File: src/hw/rtl/skt_pkg.sv
`timescale 1ns / 1ps
package skt_pkg;

  // Table geometry
  localparam int DEPTH    = 1024;
  localparam int KEY_BITS = 64;
  localparam int ADDR_W   = $clog2(DEPTH);
  localparam int CNT_W    = ADDR_W + 1;

  // Port field widths
  localparam int OP_W   = 3;
  localparam int KEY_W  = 64;
  localparam int RANK_W = 10;
  localparam int ST_W   = 3;
  localparam int CMP_W  = (RANK_W > CNT_W) ? RANK_W : CNT_W;

  typedef enum logic [OP_W-1:0] {
    OP_ADD    = 3'd0,
    OP_LOOKUP = 3'd1,
    OP_SET    = 3'd2,
    OP_GET    = 3'd3,
    OP_CLEAR  = 3'd4
  } op_t;

  typedef enum logic [ST_W-1:0] {
    ST_OK       = 3'd0,
    ST_CONFLICT = 3'd1,
    ST_FULL     = 3'd2,
    ST_UNSORTED = 3'd3,
    ST_RANGE    = 3'd4,
    ST_NOTFOUND = 3'd5
  } status_t;

  typedef enum logic [2:0] {
    S_IDLE,
    S_DISPATCH,
    S_ADD_CHK,
    S_LK_PROBE,
    S_LK_CMP,
    S_GET_CHK,
    S_PUSH
  } state_t;

  // Controller -> datapath
  typedef struct packed {
    logic    capture;
    logic    rd_last;
    logic    append;
    logic    lk_init;
    logic    lk_rd;
    logic    lk_lo;
    logic    lk_hi;
    logic    flag_wr;
    logic    get_rd;
    logic    clear;
    logic    res_load;
    status_t res_status;
    logic    res_use_mid;
    logic    res_use_flag;
    logic    res_added;
    logic    out_load;
  } dp_cmd_t;

  // Datapath -> controller
  typedef struct packed {
    op_t  op;
    logic count_zero;
    logic count_full;
    logic sorted;
    logic rank_ok;
    logic lo_lt_hi;
    logic key_eq;
    logic key_gt;
    logic key_lt;
    logic flag_eq;
  } dp_stat_t;

endpackage

File: src/hw/rtl/skt_ctrl.sv
`timescale 1ns / 1ps
module skt_ctrl (
  input  logic              clk,
  input  logic              rst_n,
  input  logic              in_valid,
  output logic              in_ready,
  output logic              out_valid,
  input  logic              out_ready,
  input  skt_pkg::dp_stat_t stat_i,
  output skt_pkg::dp_cmd_t  cmd_o
);
  import skt_pkg::*;

  state_t state_r, state_nxt;
  logic   out_valid_r, out_valid_nxt;
  logic   out_free;

  assign in_ready  = (state_r == S_IDLE);
  assign out_valid = out_valid_r;
  assign out_free  = !out_valid_r || out_ready;

  // State and output-valid registers
  always_ff @(posedge clk) begin
    if (!rst_n) begin
      state_r     <= S_IDLE;
      out_valid_r <= 1'b0;
    end else begin
      state_r     <= state_nxt;
      out_valid_r <= out_valid_nxt;
    end
  end

  // Output register holds a result until the transaction completes
  always_comb begin
    if (cmd_o.out_load) begin
      out_valid_nxt = 1'b1;
    end else if (out_ready) begin
      out_valid_nxt = 1'b0;
    end else begin
      out_valid_nxt = out_valid_r;
    end
  end

  // Next state
  always_comb begin
    state_nxt = state_r;
    case (state_r)
      S_IDLE: begin
        if (in_valid) state_nxt = S_DISPATCH;
      end
      S_DISPATCH: begin
        case (stat_i.op)
          OP_ADD:    state_nxt = stat_i.count_zero ? S_PUSH : S_ADD_CHK;
          OP_LOOKUP: state_nxt = stat_i.sorted ? S_LK_PROBE : S_PUSH;
          OP_GET:    state_nxt = stat_i.rank_ok ? S_GET_CHK : S_PUSH;
          default:   state_nxt = S_PUSH;
        endcase
      end
      S_ADD_CHK:  state_nxt = S_PUSH;
      S_LK_PROBE: state_nxt = stat_i.lo_lt_hi ? S_LK_CMP : S_PUSH;
      S_LK_CMP: begin
        if (stat_i.key_lt || stat_i.key_gt) begin
          state_nxt = S_LK_PROBE;
        end else begin
          state_nxt = S_PUSH;
        end
      end
      S_GET_CHK: state_nxt = S_PUSH;
      S_PUSH: begin
        if (out_free) state_nxt = S_IDLE;
      end
      default: state_nxt = S_IDLE;
    endcase
  end

  // Datapath commands
  always_comb begin
    cmd_o            = '0;
    cmd_o.res_status = ST_OK;
    case (state_r)
      S_IDLE: begin
        cmd_o.capture = in_valid;
      end
      S_DISPATCH: begin
        case (stat_i.op)
          OP_ADD: begin
            if (stat_i.count_zero) begin
              cmd_o.append    = 1'b1;
              cmd_o.res_load  = 1'b1;
              cmd_o.res_added = 1'b1;
            end else begin
              cmd_o.rd_last = 1'b1;
            end
          end
          OP_LOOKUP: begin
            if (stat_i.sorted) begin
              cmd_o.lk_init = 1'b1;
            end else begin
              cmd_o.res_load   = 1'b1;
              cmd_o.res_status = ST_UNSORTED;
            end
          end
          OP_SET: begin
            cmd_o.res_load = 1'b1;
            if (stat_i.rank_ok) begin
              cmd_o.flag_wr = 1'b1;
            end else begin
              cmd_o.res_status = ST_RANGE;
            end
          end
          OP_GET: begin
            if (stat_i.rank_ok) begin
              cmd_o.get_rd = 1'b1;
            end else begin
              cmd_o.res_load   = 1'b1;
              cmd_o.res_status = ST_RANGE;
            end
          end
          OP_CLEAR: begin
            cmd_o.clear    = 1'b1;
            cmd_o.res_load = 1'b1;
          end
          default: begin
            cmd_o.res_load = 1'b1;
          end
        endcase
      end
      S_ADD_CHK: begin
        cmd_o.res_load = 1'b1;
        if (stat_i.key_eq && !stat_i.flag_eq) begin
          cmd_o.res_status = ST_CONFLICT;
        end else if (stat_i.key_eq && stat_i.sorted) begin
          cmd_o.res_status = ST_OK;
        end else if (stat_i.count_full) begin
          cmd_o.res_status = ST_FULL;
        end else begin
          cmd_o.append    = 1'b1;
          cmd_o.res_added = 1'b1;
        end
      end
      S_LK_PROBE: begin
        if (stat_i.lo_lt_hi) begin
          cmd_o.lk_rd = 1'b1;
        end else begin
          cmd_o.res_load   = 1'b1;
          cmd_o.res_status = ST_NOTFOUND;
        end
      end
      S_LK_CMP: begin
        if (stat_i.key_lt) begin
          cmd_o.lk_lo = 1'b1;
        end else if (stat_i.key_gt) begin
          cmd_o.lk_hi = 1'b1;
        end else begin
          cmd_o.res_load    = 1'b1;
          cmd_o.res_use_mid = 1'b1;
        end
      end
      S_GET_CHK: begin
        cmd_o.res_load     = 1'b1;
        cmd_o.res_use_flag = 1'b1;
      end
      S_PUSH: begin
        cmd_o.out_load = out_free;
      end
      default: begin
        cmd_o.res_load = 1'b0;
      end
    endcase
  end

  // Checks
  a_accept_dispatch: assert property (@(posedge clk) disable iff (!rst_n)
    (in_valid && in_ready) |=> (state_r == S_DISPATCH))
    else $error("accepted transaction did not reach dispatch");

  a_result_then_push: assert property (@(posedge clk) disable iff (!rst_n)
    cmd_o.res_load |=> (state_r == S_PUSH))
    else $error("result staged without moving to push");

  a_valid_from_push: assert property (@(posedge clk) disable iff (!rst_n)
    $rose(out_valid_r) |-> ($past(state_r) == S_PUSH))
    else $error("output valid raised outside push");

endmodule

File: config.mk
export PLATFORM = sky130hd
export DESIGN_NAME = skt_ctrl
export DESIGN_NICKNAME = d
export VERILOG_FILES = /design/src/hw/rtl/skt_pkg.sv /design/src/hw/rtl/skt_ctrl.sv
export SDC_FILE = /design/constraint.sdc
export NUM_CORES = 1
export LEC_CHECK = 0
export BUFFER_PORTS_ARGS = -buffer_cell sky130_fd_sc_hd__buf_2
export CAP_MARGIN = 20
export CORE_MARGIN = 2
export CORE_UTILIZATION = 36
export DETAILED_ROUTE_END_ITERATION = 16
export PLACE_DENSITY = 0.81
export SLEW_MARGIN = 0
export SYNTH_ARGS = -nofsm -noshare
export SYNTH_HDL_FRONTEND = slang
export SYNTH_SLANG_ARGS = --single-unit
File: constraint.sdc
create_clock -name clk -period 1.3 [get_ports clk]
set_clock_uncertainty 0.1 [all_clocks]
set_input_delay 0.065 -clock clk [delete_from_list [all_inputs] [get_ports clk]]
set_output_delay 0.065 -clock clk [all_outputs]
set_load 0.05 [all_outputs]
==> impl_metrics.toml, run 1 <==
[outcome]
status = "aborted with a tool error"
stop_stage = "5_1_grt"
error = "[ERROR DPL-0038] Utilization greater than 100%, impossible to legalize"

[floorplanning]
die_h_um = 43.0
rows = 14
ios = 36
start_util_pct = 37.2
die_w_um = 43.0

[synth]
ys_top_cells_by_area = "dfxtp_1 15%, nor3_1 6.4%, nor3b_1 5.5%, o32ai_1 4.8%, and2_1 4.6%"
synth_area_leader_cell = "dfxtp_1"
ys_dominant_reg_cell = "dfxtp_1"
yosysUniqueCellTypes = 35
ys_seq_elements = 4
synth.net_count = 93
async_flop_share_pct = 0
synthesis.instances = 77
synthDominantCellAreaShare_pct = 14.6
netlist_area_um2 = 547
yosysWarnings = 0
syn_area_per_cell_um2 = 7.10
synth-edff-count = 0
yosysSeqAreaShare_pct = 14.6

[placement]
port-buffer-count = 35
hpwl_um = 1720
dpl_cell_area_um2 = 1070
finalWeightedCongestion = 0.822

[clock_tree]
h-tree-depth = 1
clockBufferDepth = 2
cts_buffers = 3
cts_sinks = 4
root_buffer = "clkbuf_4"

[timing]
crit_endpoint = "cmd_o[15]"
worstEndpointType = "output port"

[global_route]
grt_max_degree = 9
[logic make-up after synthesis]
logic type | share of synthesized area, %
AND/OR/NAND/NOR | 43.5
AO/OA/AOI/OAI | 30.9
buffers and inverters | 11.0
flip-flops | 14.6
[synthesized netlist by cell type (2+ instances only)]
cell type  n
o32ai_1    3
o31ai_1    2
nand2_1    2
nor3b_1    4
o31a_1     2
o21ai_0    2
and2_1     4
inv_1      6
dfxtp_1    4
buf_4      3
buf_2      3
nor3_1     7
nor2_1     5
nand3_1    2
nor2b_1    3
a21oi_1    3
nand2b_1   4
[timing repair]
item / in CTS
hold endpoints to repair: 2
endpoints found under the setup margin: 23
hold buffers: 1
gates resized for setup: 70
setup buffers: 5
pin swaps: 4
[stage by stage]
stage,worst slack [ps],instances,setup TNS [ps]
floorplan,-500,77,-3670
global placement,-193,147,-2170
detailed placement,-249,147,-3030
CTS,-401,156,-5400
==> run 2: changes to the inputs <==
--- a/config.mk
+++ b/config.mk
@@ -7,10 +7,10 @@
 export LEC_CHECK = 0
 export BUFFER_PORTS_ARGS = -buffer_cell sky130_fd_sc_hd__buf_2
 export CAP_MARGIN = 20
-export CORE_MARGIN = 2
-export CORE_UTILIZATION = 36
+export CORE_AREA = 2 2 63 65
 export DETAILED_ROUTE_END_ITERATION = 16
-export PLACE_DENSITY = 0.81
+export DIE_AREA = 0 0 65 67
+export PLACE_DENSITY_LB_ADDON = 0.15
 export SLEW_MARGIN = 0
 export SYNTH_ARGS = -nofsm -noshare
 export SYNTH_HDL_FRONTEND = slang
==> constraint.sdc (replaced) <==
create_clock -name clk -period 1.7 [get_ports clk]
set_clock_uncertainty 0.1 [all_clocks]
set_input_delay 0.085 -clock clk [delete_from_list [all_inputs] [get_ports clk]]
set_output_delay 0.085 -clock clk [all_outputs]
set_load 0.05 [all_outputs]
==> run 2 against run 1 <==
Against the previous run:
- synthesized area is the same
- the flow now finishes without violations
- synthesized cell count did not move
==> impl_metrics.toml, run 2 <==
[layout]
layout_commonest_cell = "buf_2"
antennaDiodeCount = 0
final_net_count = 137
layout_common_cells = "25 x buf_2, 12 x buf_4, 7 x buf_6, 6 x inv_1, 5 x nor2_1"
largest-register = "state_r"
final_area_um2 = 1040
final_cells = 167
drive_above_1_share_pct = 58.0
fillCellCount = 391
largest_reg_flops = 3
fin_util_pct = 28.7
area_delta_synth_final_pct = 89.5
multi_input_area_um2 = 524
regArea_um2 = 86.3

[clock_tree]
cts_sinks = 4
cts_tree = "built"
path_clk_slew_ps = 30
root_buffer = "clkbuf_8"
cts_buffers = 3
h-tree-depth = 1
clock_latency_ps = 220
clockBufferDepth = 2

[synth]
ys_dominant_reg_cell = "dfxtp_1"
synth_common_cells = "7 x nor3_1, 6 x inv_1, 5 x nor2_1"
async_flop_share_pct = 0
yosysMostFrequentCell = "nor3_1"
synthDominantCellAreaShare_pct = 14.6
yosysUniqueCellTypes = 35
yosysSeqAreaShare_pct = 14.6
synth.net_count = 93
ys_top_cells_by_area = "dfxtp_1 15%, nor3_1 6.4%, nor3b_1 5.5%, o32ai_1 4.8%, and2_1 4.6%"
synthesis.instances = 77
syn_area_per_cell_um2 = 7.10
yosysWarnings = 0
netlist_area_um2 = 547
synth-edff-count = 0
ys_seq_elements = 4
synth_area_leader_cell = "dfxtp_1"

[routing]
first_iter_violations = 9
drc = 0
wl_per_cell_um = 11.7
first_pass_iters = 4
wl_met3_um = 103
vias_per_cell = 4.22
wl_met1_um = 848
drt.antenna.violating_nets = 0
vias = 705
wl_met2_um = 984
routed_wl_um = 1950
highest_layer = "met4"

[setup_path]
worst-path-max-fanout = 4
crit_type = "flop to primary output"
end_kind = "primary output"
startpoint_type = "flop"
required_ps = 1510
cp.arrival_ps = 1500

[placement]
dpl_cell_area_um2 = 922
finalWeightedCongestion = 0.773
dp.cells = 163
hpwl_um = 1640
place_ws_ps = 11.8
port-buffer-count = 35

[timing]
final-hold-violation-count = 0
fmax_mhz = 595
finalCritPeriodShare_pct = 98.8
relSlewSlack_pct = 73.9
fin_crit_ps = 1680
setup_violations = 0
rsz0062_at_grt = "yes"
tightest_slew_ps = 388
slew_viol_final = 0
layout_setup_ws_ps = 19.7

[global_route]
grt_overflow_total = 0
grt_max_degree = 11
grt_util_all_layers_pct = 9.08
antenna_found_initial = 0
grt_pass1_wl_um = 3120
grt_pass1_vias = 707

[floorplanning]
die_w_um = 65
die_h_um = 67
rows = 22
coreArea_um2 = 3610
die_area_um2 = 4360
ios = 36
start_util_pct = 15.2

[power_and_ir_drop]
power_density_nw_per_um2 = 1540
ir_drop_mv = 0.318
p_leak_nw = 0.441
p_total_w = 0.00160

[hold_path]
hold_class = "input pin to flop"

[outcome]
status = "completed"

[flow_run]
drv_cap = 0
run 2: cell counts after synthesis:
No cell type changed its count.
run 2: cell families after synthesis:
family          share of synthesized area, %
compound gates                          30.9
flops                                   14.6
buf+inv                                 11.0
simple gates                            43.5
run 2: area by class of cell:
class,count,share of cell area [%]
clock buffers,3,3.99
inverters,6,2.17
multi-input cells,61,50.6
flip-flops and latches,4,8.33
well taps,48,5.80
repair buffers,45,29.1
run 2: path summary, 6_finish.rpt:
kind | startpoint | end | slack (ps) | depth (start not counted)
hold / removal | in_valid | state_r[0]$_SDFFE_PN0P_ | 30 | 3
setup / recovery | state_r[2]$_SDFFE_PN0P_ | cmd_o[15] | 20 | 4
hold reg to reg | out_valid$_SDFFE_PN0P_ | out_valid$_SDFFE_PN0P_ | 450 | 2
setup reg to reg | state_r[2]$_SDFFE_PN0P_ | state_r[1]$_SDFFE_PN0P_ | 380 | 5
run 2: metal layers:
layer | track usage (%) | up-vias
met5 | 0 | -
li1 | - | 370
met1 | 11.0 | 315
met3 | 1.86 | 2
met2 | 15.5 | 18
met4 | 3.99 | 0
run 2: power by group:
part           switching (W)  internal, W
clock              0.0000505     0.000151
sequential         0.0000432     0.000140
combinational       0.000731     0.000480
run 2: what timing repair did:
item / in CTS / in global routing
hold buffers: 0 / 0
pin swaps: 1 / 1
buffers inserted: 0 / 1
endpoints found under the setup margin: 9 / 9
resized for setup: 15 / 10
run 2: through the flow:
stage	hold WS [ps]	setup TNS, ps
floorplan	113	-1090
global placement	262	0
detailed placement	264	0
CTS	33.5	0
global route	36.2	-39.0
finish	28.2	0
run 2: critical path, stage by stage (launching register included):
cell      delay, ps
dfxtp_2         310
nand2b_4        130
or3_4           370
o32ai_4         260
buf_6           200
Power figures use the tool's default switching activity.
==> run 3: changes to the inputs <==
--- a/config.mk
+++ b/config.mk
@@ -7,9 +7,12 @@
 export LEC_CHECK = 0
 export BUFFER_PORTS_ARGS = -buffer_cell sky130_fd_sc_hd__buf_2
 export CAP_MARGIN = 20
+export CELL_PAD_IN_SITES_DETAIL_PLACEMENT = 1
+export CELL_PAD_IN_SITES_GLOBAL_PLACEMENT = 1
 export CORE_AREA = 2 2 63 65
 export DETAILED_ROUTE_END_ITERATION = 16
 export DIE_AREA = 0 0 65 67
+export GPL_TIMING_DRIVEN = 1
 export PLACE_DENSITY_LB_ADDON = 0.15
 export SLEW_MARGIN = 0
 export SYNTH_ARGS = -nofsm -noshare
==> run 3 against run 2 <==
Against the previous run:
- first-iteration DRC count down 11%
- global-route usage grew 1.7 points
- critical path depth increased by 1
==> impl_metrics.toml, run 3 (synthesis results as in run 2) <==
[global_route]
grt_max_degree = 11
antenna_found_initial = 0
grt_util_all_layers_pct = 10.8
grt_pass1_wl_um = 3570
grt_overflow_total = 0
grt_pass1_vias = 758

[clock_tree]
clockBufferDepth = 2
path_clk_slew_ps = 30
ctsHoldBuffers = 0
cts_buffers = 3
cts_tree = "built"
cts_sinks = 4
root_buffer = "clkbuf_8"
h-tree-depth = 1
clock_latency_ps = 210

[routing]
vias = 743
first_iter_violations = 8
highest_layer = "met4"
drc = 0
routed_wl_um = 2190
wl_met2_um = 1040
wl_met3_um = 158
wl_per_cell_um = 13.1
drt.antenna.violating_nets = 0
vias_per_cell = 4.45
wl_met1_um = 976
first_pass_iters = 3

[timing]
fin_crit_ps = 1690
holdWs_ps = 32.2
layout_setup_ws_ps = 10.2
fmax_mhz = 592
rsz0062_at_grt = "yes"
tightest_slew_ps = 404
slew_viol_final = 0
final-hold-violation-count = 0
relSlewSlack_pct = 72.8
finalCritPeriodShare_pct = 99.4
setup_violations = 0

[layout]
largest-register = "state_r"
final_net_count = 137
layout_commonest_cell = "buf_2"
fin_util_pct = 30.4
layout_common_cells = "22 x buf_2, 11 x buf_6, 8 x buf_4, 6 x inv_1, 5 x nor2_1"
largest_reg_flops = 3
antennaDiodeCount = 0
final_area_um2 = 1090
area_delta_synth_final_pct = 100
drive_above_1_share_pct = 61.3

[setup_path]
worst-path-max-fanout = 6
critPathBufInv = 2
crit_family = "compound AO/OA/AOI/OAI gates"
startpoint_type = "flop"
regToRegStartpoint = "state_r[2]$_SDFFE_PN0P_"
cp_slowest_cell = "dfxtp_4"
crit_path_frequent_cell = "buf_6"
cp.arrival_ps = 1500
crit_type = "flop to primary output"
end_kind = "primary output"
path_cells = "buf_6 -> nand2b_4 -> a211o_1 -> o32ai_4 -> buf_6"
required_ps = 1510
startpoint = "state_r[0]$_SDFFE_PN0P_"
slowest_delay_ps = 350

[floorplanning]
coreArea_um2 = 3610
die_w_um = 65
start_util_pct = 15.2
die_h_um = 67
die_area_um2 = 4360
ios = 36
rows = 22

[placement]
dpl_cell_area_um2 = 922
place_ws_ps = 47.0
port-buffer-count = 35
hpwl_um = 1810
finalWeightedCongestion = 0.703

[hold_path]
hold_class = "input pin to flop"
hold_start = "in_valid"

[outcome]
status = "completed"

[power_and_ir_drop]
power_density_nw_per_um2 = 1500
p_total_w = 0.00165
ir_drop_mv = 0.295
p_leak_nw = 0.462

[flow_run]
drv_cap = 0
## run 3: cell types whose count changed in the layout (fill, tap and decap cells not counted), moves of 2 or more
cell,change
buf_2,-3
buf_4,-4
buf_6,+4
clkbuf_4,+3
nor2b_4,+2
## run 3: path summary, 6_finish.rpt
check	end	slack, ps	depth (start not counted)
worst max-delay path	cmd_o[1]	10	5
worst min-delay path	state_r[0]$_SDFFE_PN0P_	30	3
worst max register to register	state_r[2]$_SDFFE_PN0P_	330	4
worst min register to register	out_valid$_SDFFE_PN0P_	490	2
## run 3: routing by layer
metal  GRT usage (%)  vias up
met5               0        -
met4            3.99        0
met3            2.53        2
met2            17.8       28
met1            13.5      349
li1                -      364
## run 3: report_power, final
part | internal [W] | switching (W)
clock network | 0.000151 | 0.0000487
registers | 0.000142 | 0.0000441
logic | 0.000508 | 0.000753
## run 3: stage by stage
step,TNS (ps),std cells
5_1_grt,-105,167
2_1_floorplan,-1090,77
3_5_place_dp,0,163
4_1_cts,-114,166
6_report,0,167
3_3_place_gp,0,163
## run 3: layout make-up
class	instances	area (um^2)
fillers	443	2510
multi-input cells	61	558
repair buffers	45	324
flip-flops and latches	4	88.8
well taps	48	60.1
clock buffers	3	41.3
inverters	6	22.5
## run 3: worst reg2reg max path, cell delays in order, from the launching register on
cell	delay, ps
dfxtp_2	320
buf_4	180
nand2b_1	210
o21ai_0	130
o31a_1	310
## run 3: what timing repair did
item / CTS / global route
buffers inserted: 0 / 1
pin swaps: 2 / 0
hold endpoints to repair: 0 / 0
setup endpoints to repair: 11 / 15
cloned: 0 / 0
resized for setup: 18 / 21
